**config.mk**
```make
export PLATFORM = sky130hd
export DESIGN_NAME = pvp_fifo
export DESIGN_NICKNAME = d
export VERILOG_FILES = /design/src/pvp_fifo.sv
export SDC_FILE = /design/constraint.sdc
export NUM_CORES = 1
export LEC_CHECK = 0
export BUFFER_PORTS_ARGS = -buffer_cell sky130_fd_sc_hd__buf_4
export CORE_UTILIZATION = 50
export DETAILED_ROUTE_END_ITERATION = 7
export PLACE_DENSITY = 0.71
export SLEW_MARGIN = 20
export SYNTH_ARGS = -nofsm -noshare
export SYNTH_HDL_FRONTEND = slang
export SYNTH_SLANG_ARGS = --single-unit
```
**constraint.sdc**
```tcl
create_clock -name clk -period 2.7 [get_ports clk]
set_input_delay 0.405 -clock clk [delete_from_list [all_inputs] [get_ports clk]]
set_output_delay 0.405 -clock clk [all_outputs]
set_load 0.1 [all_outputs]
```
**src/pvp_fifo.sv**
```systemverilog
// pvp_fifo: small first-word-fall-through queue with registered storage
// depends on nothing (widths are passed in as parameters)
`timescale 1ns / 1ps
module pvp_fifo #(
  parameter int Width = 8,
  parameter int Depth = 4
) (
  input  logic             clk,
  input  logic             rst,
  input  logic             push,
  input  logic [Width-1:0] wdata,
  output logic             full,
  input  logic             pop,
  output logic [Width-1:0] rdata,
  output logic             empty
);
  localparam int AW = $clog2(Depth);
  logic [Width-1:0] mem [Depth];
  logic [AW-1:0] wp, rp;
  logic [AW:0] cnt;
  logic do_push, do_pop;

  assign full = (cnt == (AW+1)'(Depth));
  assign empty = (cnt == '0);
  assign do_push = push && !full;
  assign do_pop = pop && !empty;
  assign rdata = mem[rp];

  always_ff @(posedge clk) begin
    if (do_push) begin
      mem[wp] <= wdata;
    end
  end

  always_ff @(posedge clk) begin
    if (rst) begin
      wp <= '0;
      rp <= '0;
      cnt <= '0;
    end else begin
      if (do_push) begin
        wp <= (wp == AW'(Depth-1)) ? '0 : wp + 1'b1;
      end
      if (do_pop) begin
        rp <= (rp == AW'(Depth-1)) ? '0 : rp + 1'b1;
      end
      cnt <= cnt + (AW+1)'(do_push) - (AW+1)'(do_pop);
    end
  end
endmodule

```
# Yosys cells after proc, flatten, opt, wreduce, memory -nomap -nowiden
# Memory sizes are Yosys's and may differ from the RTL's. A register that Yosys moved wholly into a read port is not among the register bits.
# Cells that the tools add are included.
[classes]
addsub = 4
n_mul = 0
n_div = 0
order_cmp = 0
eq_ne = 3
shift = 0
mux = 6
n_bitwise = 0
reduce_logical = 5
[op_table]
columns = ["cell", "count"]
rows = [
  ["2-bit 2-to-1 mux", 4],
  ["2-bit by 1-bit adder with 2-bit output (second input constant)", 2],
  ["2-bit equality test (second input constant)", 2],
  ["3-bit by 1-bit adder with 3-bit output", 1],
  ["3-bit equality test (second input constant)", 1],
  ["3-bit zero test", 1],
  ["3-bit by 1-bit subtractor with 3-bit output", 1],
  ["1-bit logical AND", 2],
  ["1-bit zero test", 2],
  ["1-bit 2-to-1 mux", 2],
]
[totals]
reg_bits = 7
latch_bits = 0
ram_bits = 32
romBits = 0
inputBits = 12
mem_count = 1
[memory_table]
columns = ["name", "words", "width", "rd", "rd_clocked_by_memory_dff", "wr", "line_no", "source"]
rows = [
  ["mem", 4, 8, 1, 1, 1, "18", "logic [Width-1:0] mem [Depth];"],
]

# Longest topological paths before layout
[depth]
ltp_word = 5
depth_mapped = 11
depth_no_buf = 10

# Worst setup path before layout
# Ideal clock, no wire load.
[synth_path]
path_type = "register to output"
startpoint = "register cnt[1]"
endpoint = "output empty"
arrival_ns = 2.407
setup_slack_ns = -0.112
stages_incl_launch_ff = 2
path_buffers = 0
path_cell_list = "dfxtp_1 -> nor3_1"
[synth_via]
elab_chain_len = 1
[synth_lines]
columns = ["element", "line_no", "source"]
rows = [
  ["from (decl)", "20", "logic [AW:0] cnt;"],
  ["from (signal assigned)", "47", "cnt <= cnt + (AW+1)'(do_push) - (AW+1)'(do_pop);"],
  ["3-bit zero test", "24", "assign empty = (cnt == '0);"],
  ["to (decl)", "15", "output logic empty"],
]
# No other way between the ends.

# Worst setup path in the final report
[layout_path]
startpoint = "register cnt[2]"
endpoint = "register cnt[2]"
[layout_via]
elab_chain_len = 5
word_cells_on_any_way = 8
classes_between = "add/sub: 2; eq/ne: 1; reduce/logical: 5"
[layout_lines]
columns = ["element", "line_no", "source"]
rows = [
  ["3-bit equality test", "23", "assign full = (cnt == (AW+1)'(Depth));"],
  ["1-bit zero test", "25", "assign do_push = push && !full;"],
  ["1-bit logical AND", "25", ""],
  ["3-bit by 1-bit adder with 3-bit output", "47", ""],
  ["3-bit by 1-bit subtractor with 3-bit output (*)", "47", ""],
]
# Mark *: on every way between the ends. The rest lies on a longest branch, timed or not.
# A chain may end at the register's enable or synchronous reset.

==> impl_metrics.tcl <==
set metrics [dict create \
    hpwl_um 1740 \
    synthSimpleGateAreaFrac_pct 5.73 \
    fill_cells 238 \
    synth_commonest_cells "edfxtp_1, dfxtp_1, inv_1, mux4_2, ha_1" \
    ys_ff_latch 41 \
    vias 847 \
    final_nets 138 \
    maxSlewViolCount 0 \
    post-synth-top-count-cell "edfxtp_1" \
    dieArea_um2 3510 \
    comb_power_share_pct 41.6 \
    initial_utilization_pct 53.2 \
    grt_pass1_wl_um 4180 \
    coreArea_um2 3080 \
    max_slew.worst_pin.slew_ns 0.541 \
    firstDrtPassIters 2 \
    synth_warnings 0 \
    yosysTopAreaCellShare_pct 58.7 \
    hold_violations 0 \
    synth_nets 112 \
    synth_top_family_by_area "multiplexers" \
    reg2reg_slack_ns 0.33 \
    drt-initial-drc-count 18 \
    clock_latency_ns 0.33 \
    yosysUniqueCellTypes 25 \
    fin_skew_ns 0.00477 \
    routed_via_density 5.20 \
    status "complete, no violations" \
    die_w_um 59.2 \
    synth_compound_area_share_pct 2.29 \
    synth_mux_area_share_pct 11.6 \
    ant_nets 0 \
    setup_violations 0 \
    critPathTopFamily "simple AND/OR/NAND/NOR gates" \
    p_sw_w 0.000863 \
    rows 20 \
    ir_drop_v 0.000602 \
    cts_buffers 5 \
    ios 22 \
    cell_internal_pwr_w 0.00121 \
    antenna_found_initial 0 \
    worstPathCellList "or3b_1 -> and2_4 -> inv_1 -> ha_1 -> inv_1 -> ha_1 -> fa_1 -> xnor2_1 -> xnor2_1 -> nor2_1" \
    die_h_um 59.2 \
    synth_edf_count 32 \
    clock_sink_count 41 \
    synth_fa_ha_area_share_pct 6.57 \
    fin_setup_tns_ns 0 \
    clk_pin_slew_worst_paths_ns 0.11 \
    cts_buffer_depth 2 \
    grt_max_degree 13 \
    clkPwrFrac_pct 18.0 \
    multi_input_area_um2 452 \
    antennaDiodeCount 0 \
    cp-start-kind "flip-flop" \
    leakagePower_nw 0.726 \
    post_cts_buffers 0 \
    cts.htree.levels 2 \
    cts_resized 0 \
    whs_path_depth 1 \
    reg2reg_depth 10 \
    yosysTopAreaCell "edfxtp_1" \
    wl_per_cell_um 15.5 \
    r2r-end "cnt[2]" \
    route.detailed.drc 0 \
    synth_ff_type "edfxtp_1" \
    drt-total-wl_um 2530 \
    critPathArrivalTime_ns 2.61 \
    regArea_um2 1140 \
    drive_above_1_share_pct 33.6 \
    switching_share_pct 41.6 \
    cts_root_buf "clkbuf_4" \
    powerDensity_nw_per_um2 1080 \
    critical_path_required_ns 2.94 \
    slowest_stage "or3b_1" \
    crit_path_end_kind "flip-flop" \
    crit_buf_inv 2 \
    yosysSeqAreaShare_pct 69.7 \
    synthToLayoutAreaGrowth_pct 17.1 \
    worstSetupPathType "reg -> reg" \
    syn_avg_cell_area_um2 17.8 \
    async_reset_ff_share_pct 0 \
    min_period_over_period_pct 87.9 \
    grt_pass1_vias 885 \
    cts-hold-fix-buffers 0 \
    fmax_mhz 421 \
    gp_congestion 0.701 \
    hold_class "in -> reg" \
    synth.cell_area_um2 1640 \
    synth_xor_area_share_pct 1.07 \
    synth_cells 92 \
    cp_max_fo 9 \
    grt-ovfl-total 0 \
    hold_start "wdata[3]" \
    maxCapViolCount 0 \
    tritoncts "built" \
    place_area_um2 1840 \
    min_to "mem[2][3]" \
    slew_headroom_pct 63.9 \
    port_buffers 21 \
    stdcell_area_um2 1920 \
    r2r_start "cnt[2]" \
    grtUsageTotal_pct 17.4 \
    fin_crit_ns 2.37 \
    seqPwrFrac_pct 40.4 \
    synth_area_leaders "edfxtp_1, dfxtp_1, mux4_2, ha_1, inv_1" \
    critPathMaxStageDelay_ns 0.49 \
    rsz0062_at_grt "no" \
]
flip-flops by register name, indices dropped and copies added (netlist names), named ones only:
signal and cells:
cnt 3, mem 32, wp 2, rp 2
routing by layer:
layer / GRT usage [%] / share of wire [%]
met4: 7.14 / 1.5
met3: 5.90 / 4.2
met1: 21.5 / 43
met5: 0 / 0
met2: 28.1 / 51
stage by stage:
stage          utilization [%]  instances  worst slack, ns  total power [W]  hold WS, ns
6_report                  62.3        163            0.326          0.00207        0.262
5_1_grt                   62.3        163            0.154          0.00217        0.232
4_1_cts                   62.3        163            0.312          0.00210        0.251
3_5_place_dp              59.9        155            0.336          0.00172        0.497
3_3_place_gp              59.9        155            0.436          0.00170        0.473
2_1_floorplan                -         92            0.497          0.00155        0.456
cell families (layout without fill, tap and decap cells):
kind of cell / Yosys count / after routing
multiplexers: 9 / 9
buffers and inverters: 11 / 38
XOR/XNOR: 2 / 2
AND/OR/NAND/NOR: 16 / 16
AO/OA/AOI/OAI: 5 / 5
flip-flops: 41 / 41
adder cells (fa/ha/maj): 8 / 8
cells in the final DEF (no fill, tap or decap), types with 3 or more instances in the layout:
cell / n
and3_1: 3
buf_4: 22
clkbuf_4: 5
dfxtp_1: 9
edfxtp_1: 32
ha_1: 7
inv_1: 8
mux4_2: 8
power by group through the flow:
| stage | combinational (W) | clock, W | sequential, W |
|---|---|---|---|
| CTS | 0.000871 | 0.000383 | 0.000841 |
| detailed placement | 0.000868 | 0 | 0.000856 |
| global placement | 0.000853 | 0 | 0.000849 |
| finish | 0.000863 | 0.000372 | 0.000837 |
| floorplan | 0.000742 | 0 | 0.000813 |
| global route | 0.000911 | 0.000412 | 0.000851 |
how the worst max path moves through the flow:
stage / start / end / slack [ns] / cells after the start
detailed placement: cnt[2] / cnt[2] / 0.34 / 10
floorplan: cnt[2] / cnt[2] / 0.50 / 11
finish: cnt[2] / cnt[2] / 0.33 / 10
global placement: cnt[2] / cnt[2] / 0.44 / 10
CTS: cnt[2] / cnt[2] / 0.31 / 10
global route: cnt[2] / cnt[2] / 0.15 / 10
cell type report:
class                           instances  share of cell area (%)
Multi-Input combinational cell         40                    23.5
Timing Repair Buffer                   22                    8.61
Inverter                                8                    1.57
Clock buffer                            6                    2.15
Clock inverter                          2                    1.76
Tap cell                               44                    2.87
Sequential cell                        41                    59.5
Note: power is estimated with default switching activity, not from simulation.
