`config.mk`:
```
export PLATFORM = sky130hd
export DESIGN_NAME = pvp_front
export DESIGN_NICKNAME = d
export VERILOG_FILES = /design/src/pvp_pkg.sv /design/src/pvp_front.sv
export SDC_FILE = /design/constraint.sdc
export NUM_CORES = 1
export LEC_CHECK = 0
export ABC_AREA = 1
export BUFFER_PORTS_ARGS = -buffer_cell sky130_fd_sc_hd__buf_2
export CORE_ASPECT_RATIO = 1.25
export CORE_MARGIN = 2
export CORE_UTILIZATION = 55
export DETAILED_ROUTE_END_ITERATION = 7
export PLACE_DENSITY = 0.81
export SYNTH_ARGS = -nofsm -noshare
export SYNTH_HDL_FRONTEND = slang
export SYNTH_SLANG_ARGS = --single-unit
```
`constraint.sdc`:
```
create_clock -name clk -period 22 [get_ports clk]
set_input_delay 6.6 -clock clk [delete_from_list [all_inputs] [get_ports clk]]
set_output_delay 6.6 -clock clk [all_outputs]
set_load 0.01 [all_outputs]
```
`src/pvp_pkg.sv`:
```
// pvp_pkg: shared types and constants for the perspective vertex projection
// depends on nothing
`timescale 1ns / 1ps
package pvp_pkg;

  localparam int CoordBits = 32;
  localparam int FracBits = 16;
  localparam int FocalBits = 31;
  localparam int WinBits = 13;
  localparam int ViewBits = CoordBits + 1;
  localparam int MagBits = CoordBits + 1;
  localparam int ProdBits = MagBits + FocalBits;
  localparam int QuotBits = ProdBits;
  localparam int SentinelInt = 6999;
  localparam int CfgIdxBits = 3;
  localparam int CfgDataBits = 32;

  typedef enum logic [CfgIdxBits-1:0] {
    REG_CAMERA_X = 3'd0,
    REG_CAMERA_Y = 3'd1,
    REG_CAMERA_Z = 3'd2,
    REG_FOCAL    = 3'd3,
    REG_WIN_W    = 3'd4,
    REG_WIN_H    = 3'd5
  } cfg_reg_t;

  typedef struct packed {
    logic signed [CoordBits-1:0] vertex_x;
    logic signed [CoordBits-1:0] vertex_y;
    logic signed [CoordBits-1:0] vertex_z;
  } vertex_t;

  typedef struct packed {
    logic signed [CoordBits-1:0] pixel_x;
    logic signed [CoordBits-1:0] pixel_y;
    logic                        behind_camera;
  } pixel_t;

  // classified item passed from front to back
  typedef struct packed {
    logic                behind;
    logic                neg_x;
    logic                neg_y;
    logic [MagBits-1:0]  mag_x;
    logic [MagBits-1:0]  mag_y;
    logic [MagBits-1:0]  depth;
  } job_t;

  localparam int JobBits = $bits(job_t);

endpackage

```
`src/pvp_front.sv`:
```
// pvp_front: subtracts camera position and classifies vertex as behind or in view
// depends on pvp_pkg
`timescale 1ns / 1ps
module pvp_front import pvp_pkg::*; (
  input  logic                        clk,
  input  logic                        rst,
  input  logic                        in_valid,
  input  vertex_t                     in_data,
  output logic                        in_ready,
  input  logic signed [CoordBits-1:0] cam_x,
  input  logic signed [CoordBits-1:0] cam_y,
  input  logic signed [CoordBits-1:0] cam_z,
  output logic                        job_valid,
  output job_t                        job,
  input  logic                        job_ready
);
  logic signed [ViewBits-1:0] vx, vy, vz;
  job_t job_next;

  assign in_ready = !job_valid || job_ready;

  always_comb begin
    vx = ViewBits'(in_data.vertex_x) - ViewBits'(cam_x);
    vy = ViewBits'(in_data.vertex_y) - ViewBits'(cam_y);
    vz = ViewBits'(in_data.vertex_z) - ViewBits'(cam_z);
    job_next.behind = (vz <= 0);
    job_next.neg_x = vx[ViewBits-1];
    job_next.neg_y = vy[ViewBits-1];
    job_next.mag_x = vx[ViewBits-1] ? MagBits'(-vx) : MagBits'(vx);
    job_next.mag_y = vy[ViewBits-1] ? MagBits'(-vy) : MagBits'(vy);
    job_next.depth = MagBits'(vz);
  end

  always_ff @(posedge clk) begin
    if (rst) begin
      job_valid <= 1'b0;
    end else if (in_ready) begin
      job_valid <= in_valid;
    end
  end

  always_ff @(posedge clk) begin
    if (in_ready && in_valid) begin
      job <= job_next;
    end
  end
endmodule

```
Word-level counts from Yosys, hierarchy flattened. Index checks and enable logic that the tools add are counted.

Bits in registers: 103. Word-level logic and storage cells: 20. Bits of input ports: 196.

Order comparisons: 1. $add $sub $neg: 5. Reductions and logical operators: 3. Multiplexer cells: 2.

Operator list (number): 32-bit by 32-bit subtractor with 33-bit output (3); 33-bit negation (2); 32-bit two-way mux (2); 33-bit by 1-bit <= comparator with 1-bit output (second input constant) (1); 1-bit logical AND (1); 1-bit zero test (1); 1-bit logical OR (1).

Depth between registers and ports, before layout.
Word-level depth: 3. Gate-level depth with buffers: 22. Depth with buffers taken out: 21.

Least setup slack after synthesis. OpenSTA, ideal clock, no wires.

Kind: in2out. Start: in job_ready. End: out in_ready. Path buffers: 0. Cell stages on the path: 2. Required time: 15400 ps. Arrival: 6737 ps. Path slack: 8663 ps. Path through: inv_1 -> nand2_1.

Longest elaborated chain between the ends: 1.

Ends and longest elaborated chain: start, declared (RTL line pvp_front.sv:15) `input logic job_ready`; 1-bit logical OR (RTL line pvp_front.sv:20) `assign in_ready = !job_valid || job_ready;`; end, declared (RTL line pvp_front.sv:9) `output logic in_ready,`.

No other way between the ends.

Worst setup path after layout. Ends and elaborated chain as after synthesis.

==> summary.md <==
| Metric | Value |
|---|---|
| Internal power | `0.479 mW` |
| Worst Setup EP | `in_ready` |
| Final critical-path required period | `13.66 ns` |
| Fin crit share | `62.1%` |
| Clock Latency Late Sink | `0.37 ns` |
| Final worst setup slack | `8.34 ns` |
| DRT iter0 DRCs | `1059` |
| Max cap viols | `0` |
| Worst min-delay path category | `reg -> reg` |
| Ranking of synthesized cells by area | `nand2_1, edfxtp_1, inv_1` |
| Crit path launch type | `input pin` |
| Final Hold Fails | `0` |
| Worst VDD drop | `0.0419 mV` |
| Status | `finished, final reports clean` |
| IO Port Bufs | `299` |
| Antenna diode count | `0` |
| Leakage power | `8.92 nW` |
| Synth-to-layout area growth | `15.9%` |
| TritonCTS Buffers | `9` |
| DP Wirelength | `33800 um` |
| Post-CTS Resized | `0` |
| Combinational power share | `48.9%` |
| Residual DRC count | `0` |
| DR pass1 iterations | `5` |
| H-tree depth | `3` |
| Total gr overflow | `0` |
| Critical path endpoint category | `output port` |
| Worst-path maximum fanout | `2` |
| Post-CTS Setup Bufs | `0` |
| DRT antenna net count | `0` |
| Crit. Startpoint | `job_ready` |
| WL/cell | `13.8 um` |
| Net Count, Synth | `2515` |
| Largest net degree at the start of global routing | `68` |
| Post-Synthesis Cell Area | `0.0132 sq mm` |
| Routability Congestion | `0.981` |
| Total GRT Usage | `30.6%` |
| Number of global-route vias before repair | `13100` |
| RSZ-0062 raised after global routing | `false` |
| WS Path Type | `in -> out` |
| Syn avg cell area | `5.94 sq um` |
| Cells on worst reg2reg path | `3` |
| Via density | `5.15` |
| Worst Path Required | `15.40 ns` |
| Power share of the clock group | `18.5%` |
| NetSw | `0.356 mW` |
| Routed Wire Length | `39000 um` |
| Row count | `63` |
| Worst Skew | `0.0143 ns` |
| Reg-to-reg endpoint | `job[74]$_DFFE_PP_` |
| Sequential share of power | `32.6%` |
| Seq cells post-synth | `103` |
| Share of post-route cells with drive strength above 1 | `16.0%` |
| Arr. time, crit path | `7.06 ns` |
| Die span in y | `177 um` |
| CTS tree | `yes` |
| Register area share after synthesis | `23.4%` |
| Core area | `0.0236 sq mm` |
| # setup viols final | `0` |
| Pre-CTS WS | `8.33 ns` |
| Initial antenna violation count | `0` |
| Die Footprint | `0.0252 sq mm` |
| Reg-to-reg startpoint | `job_valid$_SDFFE_PP0N_` |
| Synth warnings | `0` |
| Nets@finish | `2820` |
| Root Driver | `clkbuf_16` |
| TNS Setup | `0 ns` |
| Worst-Margin Slew | `0.845 ns` |
| Die X-Extent | `142 um` |
| Netlist cell types | `45` |
| I/O Pins | `300` |
| Routed vias | `14500` |
| Synth area leader | `nand2_1` |
| Slew Limit Fails | `0` |
| Net Sw Frac | `42.7%` |
| Worst slew margin | `43.7%` |
| Initial Utilization | `55.7%` |
| Gate Count Post-Synth | `2218` |
| First-pass GRT wire length | `61500 um` |
| Pwr Density | `54.7 mW/mm^2` |
| CTS clk-pin slew, worst paths | `0.07 ns` |
| R2R Setup Slk | `19.92 ns` |
| Max Freq | `73.2 MHz` |
| Clock sinks | `103` |
| Hold Buf Count CTS | `0` |
| Longest Clk Path Bufs | `2` |
| Top cell type's share of synthesized area | `23.6%` |
-- power groups by stage --
stage	Combinational [mW]	Sequential [mW]	Clock [mW]
floorplan	0.264	0.292	0
global placement	0.395	0.276	0
detailed placement	0.403	0.277	0
CTS	0.405	0.273	0.156
global route	0.459	0.275	0.162
finish	0.409	0.273	0.154
-- layout make-up --
class                      count  area (sq um)
sequential                   103          3080
tap                          292           365
inverter                     462          1740
clock buffer                  10           229
clock inverter                 5          42.5
fill                        2318          8380
timing repair buffer         301          1510
multi-input combinational   1646          8290
-- critical path: stages --
cell and delay, ns:
buf_2 0.10, inv_1 0.11, nand2_1 0.10, buf_2 0.15
-- kinds of logic after synthesis --
group	share of synthesized area, %
AO/OA/AOI/OAI	5.60
adder cells (fa/ha/maj)	9.77
buffers and inverters	13.7
flip-flops	23.4
XOR/XNOR	4.69
AND/OR/NAND/NOR	42.8
-- state kept, by name, summed over array words and instances, names as in the netlist --
name / flops
job: 102
job_valid: 1
-- how the worst min path moves through the flow --
stage	startpoint	end	slack, ns	depth (start not counted)
floorplan	job_valid$_SDFFE_PP0N_	job_valid$_SDFFE_PP0N_	0.58	2
global placement	job_valid$_SDFFE_PP0N_	job_valid$_SDFFE_PP0N_	0.57	2
detailed placement	job_valid$_SDFFE_PP0N_	job_valid$_SDFFE_PP0N_	0.58	2
CTS	job_valid$_SDFFE_PP0N_	job_valid$_SDFFE_PP0N_	0.59	2
global route	job_valid$_SDFFE_PP0N_	job_valid$_SDFFE_PP0N_	0.60	2
finish	job_valid$_SDFFE_PP0N_	job_valid$_SDFFE_PP0N_	0.58	2
-- placed cells by master, fill, tap and decap left out, types with 33 or more instances in the layout --
cell type  instances
xor2_1            49
ha_1              98
a21oi_1           83
buf_2            299
nand3_1          177
nand2_1          829
nor2_1           208
inv_1            440
o21ai_0           33
edfxtp_1         102
-- synth_stat cells (all sizes together) --
library cell	n
dfxtp	1
a31oi	1
inv	460
a21bo	1
clkinv	2
or2	2
edfxtp	102
nand2	854
nand3	183
nor4	3
nor2	224
buf	7
o211ai	1
o21a	2
xor2	51
ha	98
nand4	25
and2	8
a21oi	85
fa	3
a21o	2
nor3	32
o21bai	4
nand3b	8
xnor2	17
and3	1
o21ai	41
-- through the flow --
stage / util (%) / std cells / hold slack [ns] / area [sq um] / total power, mW
after floorplan: - / 2218 / 0.577 / 13200 / 0.557
after global placement: 63.4 / 2804 / 0.570 / 15000 / 0.671
after detailed placement: 63.4 / 2804 / 0.578 / 15000 / 0.680
after CTS: 64.6 / 2819 / 0.585 / 15300 / 0.833
after global routing: 64.6 / 2819 / 0.599 / 15300 / 0.895
final: 64.6 / 2819 / 0.575 / 15300 / 0.835
-- routing by layer --
metal / up-vias / wire (um) / GRT usage [%]
met3: 77 / 2160 / 3.27
met2: 491 / 18900 / 54.9
met5: - / 0 / 0
li1: 7500 / - / -
met1: 6438 / 16700 / 38.0
met4: 0 / 1200 / 10.7
No activity file was read; power rests on OpenSTA's default activity.
